<file path="config.mk">
export PLATFORM = sky130hd
export DESIGN_NAME = expression_language_tokenizer_unit
export DESIGN_NICKNAME = d
export VERILOG_FILES = /design/src/hw/rtl/eltu_pkg.sv /design/src/hw/rtl/expression_language_tokenizer_unit.sv /design/src/hw/rtl/eltu_fifo.sv /design/src/hw/rtl/eltu_scan.sv
export VERILOG_INCLUDE_DIRS = /design/src /design/src/hw/rtl
export SDC_FILE = /design/constraint.sdc
export NUM_CORES = 1
export LEC_CHECK = 0
export BUFFER_PORTS_ARGS = -buffer_cell sky130_fd_sc_hd__buf_2
export CAP_MARGIN = 30
export CORE_MARGIN = 8
export CORE_UTILIZATION = 63
export DETAILED_ROUTE_END_ITERATION = 16
export PLACE_DENSITY = 0.81
export SYNTH_ARGS = -nofsm -noshare
export SYNTH_HDL_FRONTEND = slang
export SYNTH_SLANG_ARGS = --single-unit
</file>
<file path="constraint.sdc">
create_clock -name clk -period 15.6 [get_ports clk]
set_input_delay 0.78 -clock clk [delete_from_list [all_inputs] [get_ports clk]]
set_output_delay 0.78 -clock clk [all_outputs]
set_load 0.03 [all_outputs]
</file>
<file path="src/hw/rtl/expression_language_tokenizer_unit_assert.svh">
// Assertion macros shared by the tokenizer RTL.
// Each macro expects clk and arst_n in the scope where it is used.
`ifndef EXPRESSION_LANGUAGE_TOKENIZER_UNIT_ASSERT_SVH
`define EXPRESSION_LANGUAGE_TOKENIZER_UNIT_ASSERT_SVH
`ifndef SYNTH
// Plain check on every clock edge.
`define ELTU_ASSERT(label, prop, msg) \
	label: assert property (@(posedge clk) disable iff (!arst_n) (prop)) else $error(msg);
// Same-cycle implication.
`define ELTU_ASSERT_IMP(label, ante, cons, msg) \
	label: assert property (@(posedge clk) disable iff (!arst_n) (ante) |-> (cons)) \
		else $error(msg);
// Next-cycle implication.
`define ELTU_ASSERT_NXT(label, ante, cons, msg) \
	label: assert property (@(posedge clk) disable iff (!arst_n) (ante) |=> (cons)) \
		else $error(msg);
`else
`define ELTU_ASSERT(label, prop, msg)
`define ELTU_ASSERT_IMP(label, ante, cons, msg)
`define ELTU_ASSERT_NXT(label, ante, cons, msg)
`endif
`endif

</file>
<file path="src/hw/rtl/eltu_pkg.sv">
package eltu_pkg;

	localparam int DEF_LINE_BITS     = 16;
	localparam int DEF_COLUMN_BITS   = 16;
	localparam int DEF_OFFSET_BITS   = 32;
	localparam int DEF_KEYWORD_CHARS = 5;

	// token tags
	localparam logic [4:0] TAG_EOI      = 5'd0;
	localparam logic [4:0] TAG_PLUS     = 5'd1;
	localparam logic [4:0] TAG_MINUS    = 5'd2;
	localparam logic [4:0] TAG_ARROW    = 5'd3;
	localparam logic [4:0] TAG_STAR     = 5'd4;
	localparam logic [4:0] TAG_SLASH    = 5'd5;
	localparam logic [4:0] TAG_ASSIGN   = 5'd6;
	localparam logic [4:0] TAG_EQEQ     = 5'd7;
	localparam logic [4:0] TAG_LT       = 5'd8;
	localparam logic [4:0] TAG_LE       = 5'd9;
	localparam logic [4:0] TAG_GT       = 5'd10;
	localparam logic [4:0] TAG_GE       = 5'd11;
	localparam logic [4:0] TAG_NE       = 5'd12;
	localparam logic [4:0] TAG_LPAREN   = 5'd13;
	localparam logic [4:0] TAG_RPAREN   = 5'd14;
	localparam logic [4:0] TAG_COMMA    = 5'd15;
	localparam logic [4:0] TAG_INT      = 5'd16;
	localparam logic [4:0] TAG_IDENT    = 5'd17;
	localparam logic [4:0] TAG_LET      = 5'd18;
	localparam logic [4:0] TAG_IN       = 5'd19;
	localparam logic [4:0] TAG_IF       = 5'd20;
	localparam logic [4:0] TAG_THEN     = 5'd21;
	localparam logic [4:0] TAG_ELSE     = 5'd22;
	localparam logic [4:0] TAG_BOOL_LIT = 5'd23;
	localparam logic [4:0] TAG_AND      = 5'd24;
	localparam logic [4:0] TAG_OR       = 5'd25;
	localparam logic [4:0] TAG_NOT      = 5'd26;
	localparam logic [4:0] TAG_FUN      = 5'd27;
	localparam logic [4:0] TAG_I32      = 5'd28;
	localparam logic [4:0] TAG_BOOL     = 5'd29;
	localparam logic [4:0] TAG_VOID     = 5'd30;
	localparam logic [4:0] TAG_ERROR    = 5'd31;

	typedef struct packed {
		logic [7:0] source_byte;
		logic       end_of_input;
	} src_item_t;

	typedef struct packed {
		logic [4:0]  token_tag;
		logic [15:0] start_line;
		logic [15:0] start_column;
		logic [31:0] start_offset;
		logic [15:0] token_length;
		logic        last_of_run;
	} token_t;

	// up to two tokens per scanned transaction, slot 0 first
	typedef struct packed {
		logic [1:0]       count;
		token_t [1:0]     tok;
	} scan_res_t;

	// Keyword lookup on the first five characters (char 0 in the low byte).
	function automatic logic [4:0] kw_tag(input logic [39:0] pfx, input logic [15:0] len);
		logic [39:0] be;
		logic [4:0]  tag;
		be  = {pfx[7:0], pfx[15:8], pfx[23:16], pfx[31:24], pfx[39:32]};
		tag = TAG_IDENT;
		case (len)
			16'd2: begin
				if (be[39:24] == "in") tag = TAG_IN;
				else if (be[39:24] == "if") tag = TAG_IF;
				else if (be[39:24] == "or") tag = TAG_OR;
			end
			16'd3: begin
				if (be[39:16] == "let") tag = TAG_LET;
				else if (be[39:16] == "and") tag = TAG_AND;
				else if (be[39:16] == "not") tag = TAG_NOT;
				else if (be[39:16] == "fun") tag = TAG_FUN;
				else if (be[39:16] == "i32") tag = TAG_I32;
			end
			16'd4: begin
				if (be[39:8] == "then") tag = TAG_THEN;
				else if (be[39:8] == "else") tag = TAG_ELSE;
				else if (be[39:8] == "true") tag = TAG_BOOL_LIT;
				else if (be[39:8] == "bool") tag = TAG_BOOL;
				else if (be[39:8] == "void") tag = TAG_VOID;
			end
			16'd5: begin
				if (be == "false") tag = TAG_BOOL_LIT;
			end
			default: tag = TAG_IDENT;
		endcase
		return tag;
	endfunction

endpackage

</file>
<file path="src/hw/rtl/expression_language_tokenizer_unit.sv">
// Flow: a source byte accepted into the input register is scanned once the
//   result queue has room; its tokens go into the result queue, which drives
//   tok_valid from its registered count.
// Throughput: one transaction per cycle while the queue has room; a two-token
//   result is presented one token at a time from the four-entry result queue.
// Reset: arst_n clears position to line 1 column 1 offset 0, drops any pending
//   token and error halt, and empties the input register and result queue.
`include "expression_language_tokenizer_unit_assert.svh"

module expression_language_tokenizer_unit #(
	parameter int LINE_BITS     = eltu_pkg::DEF_LINE_BITS,
	parameter int COLUMN_BITS   = eltu_pkg::DEF_COLUMN_BITS,
	parameter int OFFSET_BITS   = eltu_pkg::DEF_OFFSET_BITS,
	parameter int KEYWORD_CHARS = eltu_pkg::DEF_KEYWORD_CHARS
) (
	input  logic                clk,
	input  logic                arst_n,
	// source byte channel
	input  logic                src_valid,
	output logic                src_stall,
	input  eltu_pkg::src_item_t src_item,
	// token channel
	output logic                tok_valid,
	input  logic                tok_stall,
	output eltu_pkg::token_t    tok_item
);
	import eltu_pkg::*;

	// Stage 1: input register. It holds one source transaction while the
	// scanner decides what it means.
	logic      valid_s1;
	src_item_t item_s1;

	// fire = the held transaction is scanned this cycle and its state
	// update and tokens commit together at the next edge.
	logic      fire;
	logic      room;
	scan_res_t scan_res;

	assign fire = valid_s1 && room;

	// Stall only while the held transaction cannot move on; a free or
	// draining input register takes a new byte every cycle.
	assign src_stall = valid_s1 && !fire;

	always_ff @(posedge clk or negedge arst_n) begin
		if (!arst_n) begin
			valid_s1 <= 1'b0;
		end else if (!src_stall) begin
			valid_s1 <= src_valid;
		end
	end

	// payload only, no reset needed
	always_ff @(posedge clk) begin
		if (src_valid && !src_stall) begin
			item_s1 <= src_item;
		end
	end

	// Scanner: pending-token state, position counters and the per-byte
	// decision, all between the input register and the result queue.
	eltu_scan #(
		.LINE_BITS     (LINE_BITS),
		.COLUMN_BITS   (COLUMN_BITS),
		.OFFSET_BITS   (OFFSET_BITS),
		.KEYWORD_CHARS (KEYWORD_CHARS)
	) u_scan (
		.clk    (clk),
		.arst_n (arst_n),
		.fire   (fire),
		.item   (item_s1),
		.res    (scan_res)
	);

	// Result queue: takes up to two tokens a cycle, presents one a cycle.
	// It also acts as the output register, so tok_valid never looks at
	// tok_stall.
	eltu_fifo u_fifo (
		.clk       (clk),
		.arst_n    (arst_n),
		.push      (scan_res),
		.room      (room),
		.tok_valid (tok_valid),
		.tok_stall (tok_stall),
		.tok_item  (tok_item)
	);

	// a stalled source byte is still held in stage 1 on the next cycle
	`ELTU_ASSERT_NXT(a_stall_holds_s1, src_stall, valid_s1, "held transaction lost")
	// end of input always yields at least the EOI token
	`ELTU_ASSERT_IMP(a_eoi_emits, fire && item_s1.end_of_input, scan_res.count != 2'd0,
		"end of input produced no token")
	// with two tokens, only the second closes the run
	`ELTU_ASSERT_IMP(a_last_marks, scan_res.count == 2'd2,
		scan_res.tok[1].last_of_run && !scan_res.tok[0].last_of_run,
		"last_of_run on wrong token")

endmodule

</file>
<file path="src/hw/rtl/eltu_fifo.sv">
`include "expression_language_tokenizer_unit_assert.svh"

module eltu_fifo (
	input  logic               clk,
	input  logic               arst_n,
	input  eltu_pkg::scan_res_t push,
	output logic               room,
	output logic               tok_valid,
	input  logic               tok_stall,
	output eltu_pkg::token_t   tok_item
);
	import eltu_pkg::*;

	token_t     mem [4];
	logic [1:0] wr_ptr_q;
	logic [1:0] rd_ptr_q;
	logic [2:0] cnt_q;
	logic       pop;

	// two free slots guarantee any scan result fits
	assign room      = (cnt_q <= 3'd2);
	assign tok_valid = (cnt_q != 3'd0);
	assign pop       = tok_valid && !tok_stall;
	assign tok_item  = mem[rd_ptr_q];

	always_ff @(posedge clk) begin
		if (push.count != 2'd0) begin
			mem[wr_ptr_q] <= push.tok[0];
		end
		if (push.count == 2'd2) begin
			mem[wr_ptr_q + 2'd1] <= push.tok[1];
		end
	end

	always_ff @(posedge clk or negedge arst_n) begin
		if (!arst_n) begin
			wr_ptr_q <= '0;
			rd_ptr_q <= '0;
			cnt_q    <= '0;
		end else begin
			wr_ptr_q <= wr_ptr_q + push.count;
			if (pop) begin
				rd_ptr_q <= rd_ptr_q + 2'd1;
			end
			cnt_q <= cnt_q + {1'b0, push.count} - {2'b0, pop};
		end
	end

	`ELTU_ASSERT(a_fifo_bound, cnt_q <= 3'd4, "result queue overflow")
	`ELTU_ASSERT_IMP(a_push_with_room, push.count != 2'd0, cnt_q <= 3'd2,
		"push without two free slots")
	`ELTU_ASSERT_IMP(a_pop_nonempty, pop, cnt_q != 3'd0, "pop from empty result queue")

endmodule

</file>
<file path="src/hw/rtl/eltu_scan.sv">
module eltu_scan #(
	parameter int LINE_BITS     = eltu_pkg::DEF_LINE_BITS,
	parameter int COLUMN_BITS   = eltu_pkg::DEF_COLUMN_BITS,
	parameter int OFFSET_BITS   = eltu_pkg::DEF_OFFSET_BITS,
	parameter int KEYWORD_CHARS = eltu_pkg::DEF_KEYWORD_CHARS
) (
	input  logic                clk,
	input  logic                arst_n,
	input  logic                fire,
	input  eltu_pkg::src_item_t item,
	output eltu_pkg::scan_res_t res
);
	import eltu_pkg::*;

	localparam int PFX_BITS = 8 * KEYWORD_CHARS;

	localparam logic [7:0] CH_NL     = 8'h0A;
	localparam logic [7:0] CH_PLUS   = 8'h2B;
	localparam logic [7:0] CH_MINUS  = 8'h2D;
	localparam logic [7:0] CH_STAR   = 8'h2A;
	localparam logic [7:0] CH_SLASH  = 8'h2F;
	localparam logic [7:0] CH_LPAREN = 8'h28;
	localparam logic [7:0] CH_RPAREN = 8'h29;
	localparam logic [7:0] CH_COMMA  = 8'h2C;
	localparam logic [7:0] CH_EQ     = 8'h3D;
	localparam logic [7:0] CH_LT     = 8'h3C;
	localparam logic [7:0] CH_GT     = 8'h3E;
	localparam logic [7:0] CH_BANG   = 8'h21;

	typedef enum logic [2:0] {
		PK_NONE, PK_MINUS, PK_EQ, PK_LT, PK_GT, PK_BANG, PK_INT, PK_IDENT
	} pend_kind_t;

	logic [LINE_BITS-1:0]   line_q, line_n, tline_q, tline_n;
	logic [COLUMN_BITS-1:0] col_q, col_n, tcol_q, tcol_n;
	logic [OFFSET_BITS-1:0] off_q, off_n, toff_q, toff_n;
	logic [15:0]            tlen_q, tlen_n;
	logic [PFX_BITS-1:0]    pfx_q, pfx_n;
	pend_kind_t             pend_q, pend_n;
	logic                   halted_q, halted_n;

	logic [7:0]  c;
	logic        eoi;
	logic        is_space, is_digit, is_alpha, extend;
	logic [15:0] app_len;
	logic [4:0]  tag2, flush_tag, fr_single;
	pend_kind_t  fr_kind;
	token_t      flush_tok, eoi_tok;
	logic        consume, start_new, do_append;

	function automatic token_t mk_tok(
		input logic [4:0]             tag,
		input logic [LINE_BITS-1:0]   ln,
		input logic [COLUMN_BITS-1:0] cl,
		input logic [OFFSET_BITS-1:0] of,
		input logic [15:0]            len
	);
		token_t t;
		t.token_tag    = tag;
		t.start_line   = 16'(ln);
		t.start_column = 16'(cl);
		t.start_offset = 32'(of);
		t.token_length = len;
		t.last_of_run  = 1'b0;
		return t;
	endfunction

	assign c        = item.source_byte;
	assign eoi      = item.end_of_input;
	assign is_space = c inside {8'h20, [8'h09:8'h0D]};
	assign is_digit = c inside {[8'h30:8'h39]};
	assign is_alpha = c inside {[8'h61:8'h7A], [8'h41:8'h5A]};
	assign extend   = (pend_q == PK_INT && is_digit) ||
		(pend_q == PK_IDENT && (is_digit || is_alpha));
	assign app_len  = (tlen_q == 16'hFFFF) ? tlen_q : tlen_q + 16'd1;

	// two-character operators that close the pending one
	always_comb begin
		tag2 = TAG_EOI;
		if (c == CH_EQ) begin
			case (pend_q)
				PK_EQ:   tag2 = TAG_EQEQ;
				PK_LT:   tag2 = TAG_LE;
				PK_GT:   tag2 = TAG_GE;
				PK_BANG: tag2 = TAG_NE;
				default: tag2 = TAG_EOI;
			endcase
		end else if (c == CH_GT && pend_q == PK_MINUS) begin
			tag2 = TAG_ARROW;
		end
	end

	always_comb begin
		case (pend_q)
			PK_MINUS: flush_tag = TAG_MINUS;
			PK_EQ:    flush_tag = TAG_ASSIGN;
			PK_LT:    flush_tag = TAG_LT;
			PK_GT:    flush_tag = TAG_GT;
			PK_INT:   flush_tag = TAG_INT;
			PK_IDENT: flush_tag = kw_tag(pfx_q[39:0], tlen_q);
			default:  flush_tag = TAG_ERROR;
		endcase
	end

	assign flush_tok = mk_tok(flush_tag, tline_q, tcol_q, toff_q,
		(pend_q == PK_BANG) ? 16'd0 : tlen_q);
	assign eoi_tok   = mk_tok(TAG_EOI, line_q, col_q, off_q, 16'd0);

	// classification of a byte that starts something new
	always_comb begin
		fr_single = TAG_EOI;
		fr_kind   = PK_NONE;
		case (c)
			CH_PLUS:   fr_single = TAG_PLUS;
			CH_STAR:   fr_single = TAG_STAR;
			CH_SLASH:  fr_single = TAG_SLASH;
			CH_LPAREN: fr_single = TAG_LPAREN;
			CH_RPAREN: fr_single = TAG_RPAREN;
			CH_COMMA:  fr_single = TAG_COMMA;
			CH_MINUS:  fr_kind   = PK_MINUS;
			CH_EQ:     fr_kind   = PK_EQ;
			CH_LT:     fr_kind   = PK_LT;
			CH_GT:     fr_kind   = PK_GT;
			CH_BANG:   fr_kind   = PK_BANG;
			default: begin
				if (is_digit) fr_kind = PK_INT;
				else if (is_alpha) fr_kind = PK_IDENT;
			end
		endcase
	end

	always_comb begin
		line_n    = line_q;
		col_n     = col_q;
		off_n     = off_q;
		tline_n   = tline_q;
		tcol_n    = tcol_q;
		toff_n    = toff_q;
		tlen_n    = tlen_q;
		pfx_n     = pfx_q;
		pend_n    = pend_q;
		halted_n  = halted_q;
		res       = '0;
		consume   = 1'b0;
		start_new = 1'b0;
		do_append = 1'b0;

		if (eoi) begin
			if (!halted_q && pend_q != PK_NONE) begin
				res.tok[0] = flush_tok;
				res.tok[1] = eoi_tok;
				res.count  = 2'd2;
			end else begin
				res.tok[0] = eoi_tok;
				res.count  = 2'd1;
			end
			// back to the reset state for the next source
			line_n   = LINE_BITS'(1);
			col_n    = COLUMN_BITS'(1);
			off_n    = '0;
			tline_n  = LINE_BITS'(1);
			tcol_n   = COLUMN_BITS'(1);
			toff_n   = '0;
			tlen_n   = '0;
			pfx_n    = '0;
			pend_n   = PK_NONE;
			halted_n = 1'b0;
		end else if (!halted_q) begin
			if (tag2 != TAG_EOI) begin
				do_append  = 1'b1;
				consume    = 1'b1;
				pend_n     = PK_NONE;
				res.tok[0] = mk_tok(tag2, tline_q, tcol_q, toff_q, app_len);
				res.count  = 2'd1;
			end else if (extend) begin
				do_append = 1'b1;
				consume   = 1'b1;
			end else begin
				if (pend_q != PK_NONE) begin
					res.tok[0] = flush_tok;
					res.count  = 2'd1;
					pend_n     = PK_NONE;
				end
				if (pend_q == PK_BANG) begin
					// lone bang: error already emitted, byte left unconsumed
					halted_n = 1'b1;
				end else if (fr_single != TAG_EOI) begin
					res.tok[res.count[0]] = mk_tok(fr_single, line_q, col_q, off_q, 16'd1);
					res.count = res.count + 2'd1;
					consume   = 1'b1;
				end else if (fr_kind != PK_NONE) begin
					start_new = 1'b1;
					pend_n    = fr_kind;
					consume   = 1'b1;
				end else if (is_space) begin
					consume = 1'b1;
				end else begin
					res.tok[res.count[0]] = mk_tok(TAG_ERROR, line_q, col_q, off_q, 16'd0);
					res.count = res.count + 2'd1;
					halted_n  = 1'b1;
				end
			end
		end

		if (start_new) begin
			tline_n = line_q;
			tcol_n  = col_q;
			toff_n  = off_q;
			tlen_n  = 16'd1;
			pfx_n   = PFX_BITS'(c);
		end else if (do_append) begin
			tlen_n = app_len;
			for (int i = 0; i < KEYWORD_CHARS; i++) begin
				if (tlen_q == 16'(i)) pfx_n[8*i +: 8] = c;
			end
		end

		if (consume) begin
			off_n = off_q + OFFSET_BITS'(1);
			if (c == CH_NL) begin
				if (line_q != '1) line_n = line_q + LINE_BITS'(1);
				col_n = COLUMN_BITS'(1);
			end else if (col_q != '1) begin
				col_n = col_q + COLUMN_BITS'(1);
			end
		end

		if (res.count == 2'd1) res.tok[0].last_of_run = 1'b1;
		if (res.count == 2'd2) res.tok[1].last_of_run = 1'b1;
		if (!fire) res.count = 2'd0;
	end

	always_ff @(posedge clk or negedge arst_n) begin
		if (!arst_n) begin
			line_q   <= LINE_BITS'(1);
			col_q    <= COLUMN_BITS'(1);
			off_q    <= '0;
			tline_q  <= LINE_BITS'(1);
			tcol_q   <= COLUMN_BITS'(1);
			toff_q   <= '0;
			tlen_q   <= '0;
			pfx_q    <= '0;
			pend_q   <= PK_NONE;
			halted_q <= 1'b0;
		end else if (fire) begin
			line_q   <= line_n;
			col_q    <= col_n;
			off_q    <= off_n;
			tline_q  <= tline_n;
			tcol_q   <= tcol_n;
			toff_q   <= toff_n;
			tlen_q   <= tlen_n;
			pfx_q    <= pfx_n;
			pend_q   <= pend_n;
			halted_q <= halted_n;
		end
	end

endmodule

</file>
==> flow_metrics.env, run 1 <==
export IMPL_pre_cts_ws_ns=10.49
export IMPL_fp_dieH_um=232
export IMPL_ys_flop_type="edfxtp_1"
export IMPL_syn_area_um2=29400
export IMPL_ir_drop_mv=0.170
export IMPL_fin_worst_skew_ns=0.0209
export IMPL_clock_path_buffers=3
export IMPL_cp_end_kind="register"
export IMPL_vias=24100
export IMPL_criticalPathCategory="reg -> reg"
export IMPL_cts_resized=0
export IMPL_htree_levels=2
export IMPL_crit_fanout=74
export IMPL_hold_class="in -> async"
export IMPL_cp_arrival_ns=5.59
export IMPL_yosysUniqueCellTypes=93
export IMPL_cts_tree="done"
export IMPL_status="finished, final reports clean"
export IMPL_postRouteAntennaNets=0
export IMPL_clk_pin_slew_worst_paths_ns=0.06
export IMPL_slew_violations=0
export IMPL_syn_mean_instance_area_um2=10.3
export IMPL_power_density_nw_per_um2=170
export IMPL_drive_gt1_frac=0.134
export IMPL_cts_hold_buf=0
export IMPL_synth_edf_count=353
export IMPL_ios=101
export IMPL_dp_final_hpwl_um=48400
export IMPL_drt_first_pass_iters=8
export IMPL_grt_max_degree=209
export IMPL_grt_pass1_wl_um=127000
export IMPL_finalHoldViolations=0
export IMPL_synth_top_area_cell="edfxtp_1"
export IMPL_drtIter0Drc=3504
export IMPL_syn2layout_area_growth_pct=7.99
export IMPL_fp_dieW_um=232
export IMPL_max_cap_violations=0
export IMPL_p_leak_nw=11.8
export IMPL_fin_nets=2789
export IMPL_syn_num_nets=2879
export IMPL_multi_input_area_um2=12600
export IMPL_max_slew_worst_pin_slew_ns=1.04
export IMPL_async_reset_ff_frac=0.357
export IMPL_fill_cells=3265
export IMPL_grt_remaining_overflow=0
export IMPL_die_area_um2=53900
export IMPL_cts_setup_buffers=0
export IMPL_ys_seq_area_frac=0.527
export IMPL_wl_per_cell_um=23.8
export IMPL_clock_sinks=549
export IMPL_required_ns=15.95
export IMPL_start_util=0.635
export IMPL_final_common_cell="a21oi_1"
export IMPL_cts_inserted_buffers=56
export IMPL_post_route_drc_count=0
export IMPL_grt_usage=0.294
export IMPL_maxSlewHeadroom=0.305
export IMPL_register_area_um2=15500
export IMPL_insertion_delay_ns=0.63
export IMPL_fin_setup_tns_ns=0
export IMPL_period_needed_ns=5.24
export IMPL_n_antenna_cell=0
export IMPL_ys_seq_elements=549
export IMPL_fmax_mhz=191
export IMPL_startpoint_type="register"
export IMPL_rsz0062_at_grt="false"
export IMPL_synth_top_area_frac=0.360
export IMPL_root_buffer="clkbuf_16"
export IMPL_antenna_found_initial=0
export IMPL_place_congestion=0.903
export IMPL_via_per_inst=7.04
export IMPL_final_cell_mix="a21oi_1 (637), edfxtp_1 (353), nand2_1 (248)"
export IMPL_grt_pass1_vias=23000
export IMPL_synth_area_leaders="edfxtp_1 (36%), dfrtp_1 (16%), a21oi_1 (11%), mux4_2 (6.6%), nand2_1 (3.2%)"
export IMPL_synthCells=2853
export IMPL_wl_um=81200
export IMPL_yosys_warnings=0
export IMPL_finalSetupViolations=0
export IMPL_num_rows=79
export IMPL_final_util=0.686
export IMPL_timing_final_crit_share=0.336
export IMPL_io_buffers=100
export IMPL_timing_final_ws_setup_ns=10.36
export IMPL_core_area_um2=46400
==> critical path, stage by stage, from the launching register on <==
cell and delay (ns):
edfxtp_1 0.74, or4_4 0.67, nand4bb_1 0.21, o21a_1 0.21
ha_1 0.32, nor2_1 0.12, a211oi_1 0.09, o211ai_1 0.69
nand3_4 0.83, buf_4 0.66, a21oi_1 0.27, a21oi_1 0.06
==> per-stage QoR <==
step	hold WS [ns]	instances	power (mW)	instance area (µm²)
floorplan	0.443	2853	3.43	29400
global placement	0.463	3307	3.99	29800
detailed placement	0.468	3310	4.05	29900
CTS	0.241	3415	5.38	31700
global route	0.238	3417	5.59	31800
finish	0.196	3417	5.40	31800
==> routing by layer <==
layer  global-route usage  part of all wire  up-vias
met2                0.463              0.47     1499
met3               0.0672              0.10      228
li1                     -                 -    10600
met5                    0                 0        -
met4                0.123             0.036        0
met1                0.392              0.39    11700
==> synthesized netlist by cell type (10+ instances only) <==
cell / count
a21oi_1: 638
a221oi_1: 63
a22o_1: 73
a31oi_1: 26
and2_1: 18
and3_1: 18
buf_1: 28
buf_2: 52
buf_6: 13
clkbuf_1: 199
dfrtp_1: 192
edfxtp_1: 353
ha_1: 12
inv_1: 29
mux4_2: 86
nand2_1: 248
nand2b_1: 13
nand3_1: 123
nand4_1: 27
nor2_1: 195
nor2b_1: 11
nor3_1: 36
nor4_1: 21
o21ai_0: 125
o31a_1: 10
o31ai_1: 26
or3_1: 13
xnor2_1: 23
==> area by class of cell <==
class	instances	share of cell area
Tap cell	607	0.0239
Timing Repair Buffer	148	0.0296
Clock buffer	80	0.0511
Clock inverter	25	0.00716
Sequential cell	549	0.488
Inverter	31	0.00366
Multi-Input combinational cell	1977	0.396
==> logic make-up (layout without fill, tap and decap cells) <==
logic type / after synthesis / in the layout / share of synthesized area
muxes: 95 / 95 / 0.0689
xor gates and xnor gates: 28 / 28 / 0.00833
and+or+nand+nor: 789 / 789 / 0.130
adders and majority gates: 13 / 13 / 0.00578
buffers and inverters: 327 / 284 / 0.0477
AOI/OAI and AO/OA: 1052 / 1052 / 0.212
DFF: 549 / 549 / 0.527
==> sequential cells by signal, summed over array words and instances (netlist names), 16 cells and up <==
name            cells
u_scan.tlen_q      16
u_scan.pfx_q       40
u_scan.line_q      16
u_scan.toff_q      32
u_fifo.mem        344
u_scan.col_q       16
u_scan.off_q       32
u_scan.tcol_q      16
u_scan.tline_q     16
==> final timing paths <==
| check | start | end | slack [ns] | depth (start not counted) |
|---|---|---|---|---|
| hold reg to reg | u_scan.pfx_q[38] | u_scan.pfx_q[38] | 0.48 | 2 |
| setup / recovery | item_s1[3] | u_fifo.mem[1][54] | 10.36 | 11 |
| max in group asynchronous | arst_n | u_fifo.rd_ptr_q[1] | 13.88 | 2 |
| hold / removal | arst_n | u_scan.pfx_q[31] | 0.20 | 1 |
| setup reg to reg | item_s1[3] | u_fifo.mem[1][54] | 10.36 | 11 |
| min in group clk | src_item[6] | item_s1[6] | 0.34 | 1 |
==> power by group <==
part	leakage [nW]	switching [mW]	internal [mW]
clock	0.914	0.575	0.774
sequential	5.98	0.184	1.83
combinational	4.89	1.44	0.593
total	11.8	2.20	3.19
(Power assumes the default switching activity.)
==> inputs of run 2 (changes only) <==
Clock period 15.6 ns to 5 ns, I/O delays scaled along.
==> run 2 against run 1 <==
Compared with the run above:
- die area did not move
- first-iteration DRC count fell by 7.9%
- cell count rose by 0.79%
- design area grew 1.2%
- critical path type unchanged
- critical endpoint is now u_fifo.mem[1][26]
==> flow_metrics.env, run 2 (synthesis gave the netlist of run 1 again) <==
export IMPL_required_ns=5.33
export IMPL_fmax_mhz=235
export IMPL_final_cell_mix="a21oi_1 (638), edfxtp_1 (353), nand2_1 (247)"
export IMPL_place_congestion=0.911
export IMPL_period_needed_ns=4.26
export IMPL_final_common_cell="a21oi_1"
export IMPL_ir_drop_mv=0.417
export IMPL_startpoint="item_s1[3]"
export IMPL_root_buffer="clkbuf_16"
export IMPL_place_area_um2=30200
export IMPL_n_antenna_cell=0
export IMPL_drt_first_pass_iters=8
export IMPL_power_mw=17.0
export IMPL_insertion_delay_ns=0.62
export IMPL_clock_path_buffers=3
export IMPL_crit_fanout=36
export IMPL_reg_top3="u_fifo.mem x344, u_scan.pfx_q x40"
export IMPL_cts_resized=0
export IMPL_vias=24400
export IMPL_regMostFlops="u_fifo.mem"
export IMPL_r2r_start="item_s1[3]"
export IMPL_grt_remaining_overflow=0
export IMPL_grt_usage=0.303
export IMPL_io_buffers=100
export IMPL_status="finished, final reports clean"
export IMPL_startpoint_type="register"
export IMPL_hold_class="in -> async"
export IMPL_cts_inserted_buffers=56
export IMPL_p_leak_nw=12.0
export IMPL_wl_um=83000
export IMPL_post_route_drc_count=0
export IMPL_post_route_cell_area_um2=32200
export IMPL_htree_levels=2
export IMPL_core_area_um2=46400
export IMPL_grt_pass1_vias=23900
export IMPL_dp_final_hpwl_um=48900
export IMPL_syn2layout_area_growth_pct=9.29
export IMPL_max_slew_worst_pin_slew_ns=1.03
export IMPL_grt_max_degree=136
export IMPL_finalHoldViolations=0
export IMPL_cp_arrival_ns=4.59
export IMPL_fin_nets=2816
export IMPL_die_area_um2=53900
export IMPL_finalSetupViolations=0
export IMPL_power_density_nw_per_um2=528
export IMPL_timing_final_crit_share=0.851
export IMPL_hold_ws_ns=0.0387
export IMPL_cp_end_kind="register"
export IMPL_max_cap_violations=0
export IMPL_fin_worst_skew_ns=0.0174
export IMPL_clk_pin_slew_worst_paths_ns=0.06
export IMPL_cts_tree="done"
export IMPL_drive_gt1_frac=0.134
export IMPL_criticalPathCategory="reg -> reg"
export IMPL_fp_dieH_um=232
export IMPL_ios=101
export IMPL_wl_per_cell_um=24.1
export IMPL_drtIter0Drc=3226
export IMPL_rsz0062_at_grt="false"
export IMPL_via_per_inst=7.09
export IMPL_grt_pass1_wl_um=131000
export IMPL_antenna_found_initial=0
export IMPL_slew_violations=0
export IMPL_r2r_slack_ns=0.74
export IMPL_start_util=0.635
export IMPL_fp_dieW_um=232
export IMPL_largest_reg_flops=344
export IMPL_clock_sinks=549
export IMPL_postRouteAntennaNets=0
export IMPL_maxSlewHeadroom=0.312
export IMPL_num_rows=79
[run 2: cell count changes in the layout (fill, tap and decap cells not counted), sizes merged]
cell | before | now
bufinv | 3 | 4
buf | 147 | 162
clkinvlp | 3 | 1
inv | 32 | 34
dlygate4sd3 | 0 | 12
clkinv | 18 | 17
[run 2: metal layers]
| layer | global-route usage | share of wire |
|---|---|---|
| met5 | 0 | 0 |
| met4 | 0.144 | 0.038 |
| met1 | 0.404 | 0.38 |
| met3 | 0.0491 | 0.10 |
| met2 | 0.483 | 0.48 |
[run 2: final cells by class]
type / instances / area, µm²
multi-input combinational: 1977 / 12600
inverter: 31 / 116
fill: 3231 / 14200
sequential: 549 / 15500
timing repair buffer: 175 / 1320
tap: 607 / 759
clock buffer: 80 / 1560
clock inverter: 25 / 243
[run 2: stage by stage]
stage          setup WS, ns   util  cells  setup TNS [ns]
3_5_place_dp          0.885  0.651   3325               0
6_report              0.744  0.694   3444               0
4_1_cts               0.851  0.693   3442               0
3_3_place_gp          0.980  0.651   3325               0
5_1_grt               0.557  0.694   3444               0
2_1_floorplan        -0.630      -   2853         -102.40
[run 2: critical path: stages, from the launching register on]
cell	delay, ns
edfxtp_1	0.51
buf_4	0.26
or3_1	0.35
o21ai_0	0.08
o21a_1	0.33
ha_1	0.25
a41oi_1	0.18
o41ai_4	0.39
and2_1	0.41
nand3_4	0.51
buf_4	0.43
a21oi_1	0.18
a21oi_1	0.07
[run 2: path summary, 6_finish.rpt]
kind,cells after the start,endpoint
max,12,u_fifo.mem[1][26]
min,2,u_scan.pfx_q[7]
max reg2reg,12,u_fifo.mem[1][26]
min reg2reg,1,u_fifo.cnt_q[2]
max in group asynchronous,4,u_scan.toff_q[24]
min in group clk,2,item_s1[7]
[run 2: what timing repair did]
item / CTS / global route
setup buffers: 0 / 0
hold buffers: 12 / 0
endpoints found under the hold margin: 123 / 0
[run 2: power by group]
part,leakage (nW),internal [mW],switching (mW)
clock network,0.885,2.38,1.79
registers,5.98,5.69,0.498
logic,5.10,1.96,4.64
total,12.0,10.0,6.93
